$ cat src/tme_pkg.sv
// ----------------------------------------------------------------------------
// tme_pkg
// Shared types and codes for the tape machine instruction executor: status
// codes, command characters and the layout of one request beat.
// ----------------------------------------------------------------------------
package tme_pkg;

   // status codes reported on every response beat
   localparam logic [2:0] ST_RUN   = 3'd0;
   localparam logic [2:0] ST_HALT  = 3'd1;
   localparam logic [2:0] ST_DOVF  = 3'd2;
   localparam logic [2:0] ST_DUNF  = 3'd3;
   localparam logic [2:0] ST_SOVF  = 3'd4;
   localparam logic [2:0] ST_SUNF  = 3'd5;
   localparam logic [2:0] ST_UNBAL = 3'd6;

   // request command field
   localparam logic CMD_EXEC = 1'b0;
   localparam logic CMD_END  = 1'b1;

   // program characters
   localparam logic [7:0] CH_RIGHT = 8'h3E;  // >
   localparam logic [7:0] CH_LEFT  = 8'h3C;  // <
   localparam logic [7:0] CH_INC   = 8'h2B;  // +
   localparam logic [7:0] CH_DEC   = 8'h2D;  // -
   localparam logic [7:0] CH_OUT   = 8'h2E;  // .
   localparam logic [7:0] CH_IN    = 8'h2C;  // ,
   localparam logic [7:0] CH_OPEN  = 8'h5B;  // [
   localparam logic [7:0] CH_CLOSE = 8'h5D;  // ]

   // largest skip nesting count
   localparam logic [15:0] SKIP_MAX = 16'hFFFF;

   // one request beat as held in the execute stage
   typedef struct packed {
      logic        cmd;
      logic [7:0]  prog_byte;
      logic [15:0] prog_pos;
      logic [7:0]  in_byte;
   } tme_item_type;

endpackage

$ cat src/tme_stack.sv
// ----------------------------------------------------------------------------
// tme_stack
// Loop-return stack storage: program positions, one registered read port
// and one write port. Contents are undefined until pushed.
// ----------------------------------------------------------------------------
module tme_stack
   import tme_pkg::*;
#(
   parameter int STACK_DEPTH = 256,
   parameter int SAW         = 8
) (
   input  logic           clock,
   input  logic           rd_en,
   input  logic [SAW-1:0] rd_addr,
   output logic [15:0]    rd_data,
   input  logic           wr_en,
   input  logic [SAW-1:0] wr_addr,
   input  logic [15:0]    wr_data
);

   logic [15:0] mem [STACK_DEPTH];
   logic [15:0] rd_data_ff;

   // plain single-port-write, single-port-read storage
   always_ff @(posedge clock) begin
      if (wr_en) begin
         mem[wr_addr] <= wr_data;
      end
      if (rd_en) begin
         rd_data_ff <= mem[rd_addr];
      end
   end

   assign rd_data = rd_data_ff;

endmodule
$ cat config.mk
export PLATFORM = sky130hd
export DESIGN_NAME = tme_stack
export DESIGN_NICKNAME = d
export VERILOG_FILES = /design/src/tme_pkg.sv /design/src/tme_stack.sv
export SDC_FILE = /design/constraint.sdc
export NUM_CORES = 2
export LEC_CHECK = 0
export ABC_AREA = 0
export ABC_CLOCK_PERIOD_IN_PS = 3500
export BUFFER_PORTS_ARGS = -buffer_cell sky130_fd_sc_hd__buf_2
export CORE_UTILIZATION = 30
export CTS_BUF_LIST = sky130_fd_sc_hd__clkbuf_4 sky130_fd_sc_hd__clkbuf_8
export CTS_CLUSTER_DIAMETER = 40
export CTS_CLUSTER_SIZE = 16
export DETAILED_ROUTE_END_ITERATION = 7
export GPL_TIMING_DRIVEN = 0
export HOLD_SLACK_MARGIN = 0.08
export PLACE_DENSITY_LB_ADDON = 0.2
export RECOVER_POWER = 50
export SYNTH_ARGS = -nofsm -noshare
export SYNTH_HDL_FRONTEND = slang
export SYNTH_SLANG_ARGS = --single-unit
$ cat constraint.sdc
create_clock -name clock -period 3.5 [get_ports clock]
set_clock_uncertainty 0.1 [all_clocks]
set_input_delay 0.7 -clock clock [delete_from_list [all_inputs] [get_ports clock]]
set_output_delay 0.7 -clock clock [all_outputs]
set_load 0.03 [all_outputs]
**Word-level counts from Yosys, hierarchy flattened**

Memory sizes are Yosys's and may differ from the RTL's. A register that Yosys moved wholly into a read port is not among the register bits.
Index checks and enable logic that the tools add are counted.

- Multiplexer cells: 2

Operator list:

| operator | count |
|---|---|
| two-way mux 1 bit | 2 |

- Logic and storage cells: 3
- Memory bits (writable): 4096
- Flip-flop bits (word level): 0
- Bits of input ports: 35
- Output and inout bits: 16
- Memories: 1

Memories:

| name | depth | bits a word | read ports | clocked after memory_dff | wr ports | line | source |
|---|---|---|---|---|---|---|---|
| mem | 256 | 16 | 1 | 1 | 1 | tme_stack.sv:21 | `logic [15:0] mem [STACK_DEPTH];` |

**Logic depth before layout (Yosys ltp)**

- Depth in word-level cells: 2
- Depth in mapped cells: 12
- Depth with buffers taken out: 6

**Worst setup path before layout**

Ideal clock, no wire load.

- Path type: input-to-reg
- From: input rd_addr[0]
- To: register rd_data_ff[4], in the netlist rd_data[4], read port of mem (data pin)
- Stages on the path: 8
- Required time: 3.135 ns
- Path buffers: 3
- Arrival: 2.684 ns
- Setup time: 0.265 ns
- Setup slack: 0.451 ns
- Cell sequence: buf_6 -> buf_6 -> buf_2 -> mux4_2 -> mux4_2 -> a22o_1 -> o32ai_2 -> nor4_2

RTL lines:

| item | line | source |
|---|---|---|
| start, declared | tme_stack.sv:14 | `input logic [SAW-1:0] rd_addr,` |
| end, declared | tme_stack.sv:22 | `logic [15:0] rd_data_ff;` |

==> results by group <==
Status
  • Status: finished with violations
  • Failing checks: max-capacitance violations, max-slew violations, negative setup slack

STA
  • Period Utilization, post-route: 1.08
  • Final Max Tran Viols: 1519
  • Slew @ Worst Pin: 3080 ps
  • Final setup slack of the worst path: -278 ps
  • Setup repair after global routing missed its margin: yes
  • Min Clock Period, post-route: 3780 ps
  • Final setup violation count: 23
  • Count of final hold-check violations: 0
  • Fmax achieved: 0.265 GHz
  • Worst slew margin relative to its limit: -1.06
  • Final TNS setup: -2590 ps

Hold path
  • Number of cells on the worst hold path: 3
  • Tightest Hold Check Type: primary input to flop
  • Capture endpoint of the worst hold path: mem[195][1]$_DFFE_PP_
  • Hold path start: wr_addr[6]

Power
  • Reported leakage power: 58.0 nW
  • Power density normalized to cell area: 542 mW/mm2
  • Largest vdd supply drop: 417 uV

Global routing
  • Number of global-route vias before repair: 83200
  • Met1 usage in global routing: 0.273
  • Global route overflow: 0
  • Most utilized layer in the global route result: met2
  • Met3 routing resource usage after global routing: 0.0432
  • Wire length of the first global-routing pass: 734000 um
  • GRT met2 Usage: 0.321
  • Largest net degree at the start of global routing: 141
  • All-layer global routing usage: 0.202
  • Number of antenna violations at the first check in global routing: 48

Yosys
  • EDFF count, synth: 4112
  • Fraction of post-synthesis cell area in the top cell type by area: 0.777
  • Library cell occupying the most area in the post-synthesis netlist: sky130_fd_sc_hd__edfxtp_1
  • Flop and latch count out of synthesis: 4112
  • Main area contributors after synthesis: sky130_fd_sc_hd__edfxtp_1, sky130_fd_sc_hd__mux4_2, sky130_fd_sc_hd__mux2i_1
  • Yosys warning count: 0
  • Share of flip-flops with an asynchronous set or reset: 0
  • Post-synthesis instance area: 0.159 mm2
  • Gate count of the mapped netlist: 7360
  • Prevailing post-synth register cell: sky130_fd_sc_hd__edfxtp_1
  • Synthesized Nets: 7395
  • Number of distinct library cell variants in the gate-level netlist after synthesis: 51
  • Syn_area_per_cell: 21.6 um2
  • Share of synthesized area occupied by flip-flops and latches: 0.777

Clock tree
  • CTS tree: built
  • Number of buffers between clock root and the deepest sink: 4
  • Clock Pin Slew Worst Setup and Hold Paths: 90 ps
  • Insertion delay to the later sink of the worst-skew pair: 1270 ps
  • CTS Root Buffer Type: sky130_fd_sc_hd__clkbuf_8
  • Clock sink count: 4112
  • TritonCTS Buffers: 536
  • H-Tree Depth: 6

Critical path
  • Critical Path AT: 4660 ps
  • Worst reg2reg setup slack: 330 ps
  • Worst Setup Path Type: primary input to flop
  • Critical path endpoint category: flop
  • Worst reg-to-reg path cell count: 6
  • Critical-path maximum fanout: 11
  • Dominant cell type by count on the critical path: sky130_fd_sc_hd__buf_4
  • Worst reg2reg path endpoint: rd_data[6]$_DFFE_PP_
  • Series of cell instances along the critical path: buf_4 -> buf_4 -> buf_4 -> buf_4 -> buf_4 -> mux4_2 -> nor3_1 -> o21ai_0 -> nand3_1 -> nor4_4
  • Required @ worst endpoint: 4380 ps
  • Worst reg2reg startpoint: mem[138][6]$_DFFE_PP_
  • Critical Path Source Type: primary input
  • Critical path's slowest cell: sky130_fd_sc_hd__nor4_4
  • Cell class contributing the biggest share of worst-path delay: buffers and inverters
  • WP buf/inv: 5
  • Max incr delay on CP: 580 ps

Routing
  • DR vias/cell: 5.31
  • Violation count after the first detailed-routing iteration: 10700
  • Final routed DRC violation total: 0
  • Wire length after detailed routing: 550000 um
  • Post-detailed-route count of antenna-violating nets: 0
  • First drt pass iteration count: 6
  • Routed length per instance: 35.1 um
  • Vias after detailed routing: 83300

Finish
  • Layout-stage area growth over the synthesis result: 17.6%
  • Fraction of final layout cells with drive strength greater than 1: 0.323
  • Total of fill cells in the finished design: 48600
  • Nets@finish: 8284
  • Post-layout utilization of the core: 0.355
  • Non-filler instance count after layout: 15700

Die
  • Die W: 730 um
  • FP Rows: 266
  • Initial cell density of the core: 0.302
  • Die height: 730 um
  • Core Area: 0.526 mm2
  • IO Pins: 51
  • Total die area: 0.532 mm2

Run
  • Reported max-cap violation count: 18

Place
  • GP Congestion: 0.932
  • HPWL Detailed: 382000 um
  • Placed cells: 14700
  • I/O Buffers: 40
stage by stage:
| stage | worst slack [ps] | hold slack [ps] | power, mW | area (um2) |
|---|---|---|---|---|
| 2_1_floorplan | 451 | 699 | 58.1 | 159000 |
| 3_3_place_gp | -4860 | 1100 | 61.6 | 168000 |
| 3_5_place_dp | -3430 | 929 | 61.7 | 174000 |
| 4_1_cts | 2.79 | 103 | 102 | 187000 |
| 5_1_grt | -91.1 | 178 | 104 | 187000 |
| 6_report | -278 | 234 | 101 | 187000 |
how the worst max path moves through the flow:
| stage | to | slack [ps] | start | depth (start not counted) |
|---|---|---|---|---|
| after floorplan | rd_data[4]$_DFFE_PP_ | 450 | rd_addr[0] | 8 |
| after global placement | rd_data[15]$_DFFE_PP_ | -4860 | rd_addr[2] | 9 |
| after detailed placement | rd_data[3]$_DFFE_PP_ | -3430 | rd_addr[2] | 8 |
| after CTS | rd_data[11]$_DFFE_PP_ | 3 | rd_addr[2] | 10 |
| after global routing | mem[93][5]$_DFFE_PP_ | -90 | wr_data[5] | 5 |
| final | rd_data[5]$_DFFE_PP_ | -280 | rd_addr[1] | 10 |
cells in the mapped netlist, types with 5 or more instances:
cell	n
sky130_fd_sc_hd__clkbuf_1	230
sky130_fd_sc_hd__a21oi_1	175
sky130_fd_sc_hd__buf_12	5
sky130_fd_sc_hd__buf_2	76
sky130_fd_sc_hd__buf_4	26
sky130_fd_sc_hd__o32ai_1	20
sky130_fd_sc_hd__nor4_1	17
sky130_fd_sc_hd__o22ai_1	148
sky130_fd_sc_hd__and3_1	11
sky130_fd_sc_hd__buf_1	27
sky130_fd_sc_hd__a31oi_1	6
sky130_fd_sc_hd__o31ai_1	16
sky130_fd_sc_hd__o221ai_1	252
sky130_fd_sc_hd__o21ai_0	37
sky130_fd_sc_hd__a221oi_1	28
sky130_fd_sc_hd__a211oi_1	18
sky130_fd_sc_hd__nand2_1	38
sky130_fd_sc_hd__buf_8	11
sky130_fd_sc_hd__nor2b_1	9
sky130_fd_sc_hd__edfxtp_1	4112
sky130_fd_sc_hd__nor3_1	92
sky130_fd_sc_hd__nor2_1	304
sky130_fd_sc_hd__mux2i_1	565
sky130_fd_sc_hd__nand3_1	35
sky130_fd_sc_hd__mux2_2	88
sky130_fd_sc_hd__nand4_1	26
sky130_fd_sc_hd__mux4_2	797
sky130_fd_sc_hd__a2111oi_0	6
sky130_fd_sc_hd__a22o_1	32
sky130_fd_sc_hd__buf_6	77
sky130_fd_sc_hd__a22oi_1	43
what timing repair did:
| action | in CTS | in global routing |
|---|---|---|
| hold endpoints to repair | 1441 | 0 |
| endpoints found under the setup margin | 16 | 16 |
| buffers inserted | 0 | 3 |
| hold buffers | 17 | 0 |
| resized for setup | 249 | 93 |
| pin swaps | 7 | 12 |
where the power goes:
group          internal (mW)  switching (mW)  leakage [nW]
logic                   1.89            4.57          15.0
clock network           20.1            20.4          5.99
registers               54.3          0.0364          37.0
state kept, by name, indices dropped and copies added, names as in the netlist:
signal	cells
rd_data	16
mem	4096
layout make-up:
type	count	area, um2	share of cell area
multi-input combinational	2792	34300	0.184
inverter	4	21.3	0.000114
clock inverter	394	4200	0.0225
sequential	4112	123000	0.661
clock buffer	591	7870	0.0421
tap	6968	8720	0.0467
buffer	450	2980	0.0159
timing repair buffer	353	5120	0.0274
antenna	23	57.6	0.000308
cell usage in the layout (no fill, tap or decap), types with 55 or more instances in the layout:
| master | n |
|---|---|
| sky130_fd_sc_hd__clkinvlp_4 | 71 |
| sky130_fd_sc_hd__bufinv_16 | 55 |
| sky130_fd_sc_hd__buf_8 | 200 |
| sky130_fd_sc_hd__nor2_2 | 225 |
| sky130_fd_sc_hd__mux2i_1 | 565 |
| sky130_fd_sc_hd__clkbuf_2 | 97 |
| sky130_fd_sc_hd__edfxtp_1 | 4112 |
| sky130_fd_sc_hd__clkinv_1 | 55 |
| sky130_fd_sc_hd__buf_6 | 104 |
| sky130_fd_sc_hd__buf_2 | 89 |
| sky130_fd_sc_hd__o221ai_1 | 238 |
| sky130_fd_sc_hd__clkbuf_8 | 550 |
| sky130_fd_sc_hd__clkbuf_4 | 74 |
| sky130_fd_sc_hd__a21oi_1 | 162 |
| sky130_fd_sc_hd__clkbuf_1 | 130 |
| sky130_fd_sc_hd__nor2_1 | 76 |
| sky130_fd_sc_hd__mux4_2 | 797 |
| sky130_fd_sc_hd__nor3_1 | 59 |
| sky130_fd_sc_hd__o22ai_1 | 148 |
| sky130_fd_sc_hd__mux2_2 | 88 |
| sky130_fd_sc_hd__inv_6 | 84 |
tightest hold or removal path, cell delays in order:
cell	delay (ps)
sky130_fd_sc_hd__buf_2	190
sky130_fd_sc_hd__nand4_1	250
sky130_fd_sc_hd__nor2_2	230
logic make-up after synthesis:
family,count (synthesis),share of synthesized area
flip-flops,4112,0.777
multiplexers,1450,0.155
AO/OA/AOI/OAI,786,0.0353
AND/OR/NAND/NOR,556,0.0157
buffers and inverters,456,0.0169
metal layers:
metal  wire length, um  part of all wire  vias to the layer above
met4             24300             0.044                       26
met5               185           0.00034                        -
met3             45600             0.083                      887
met2            254000              0.46                     3839
met1            226000              0.41                    45300
li1                  -                 -                    33200
Note: power is estimated with default switching activity, not from simulation.
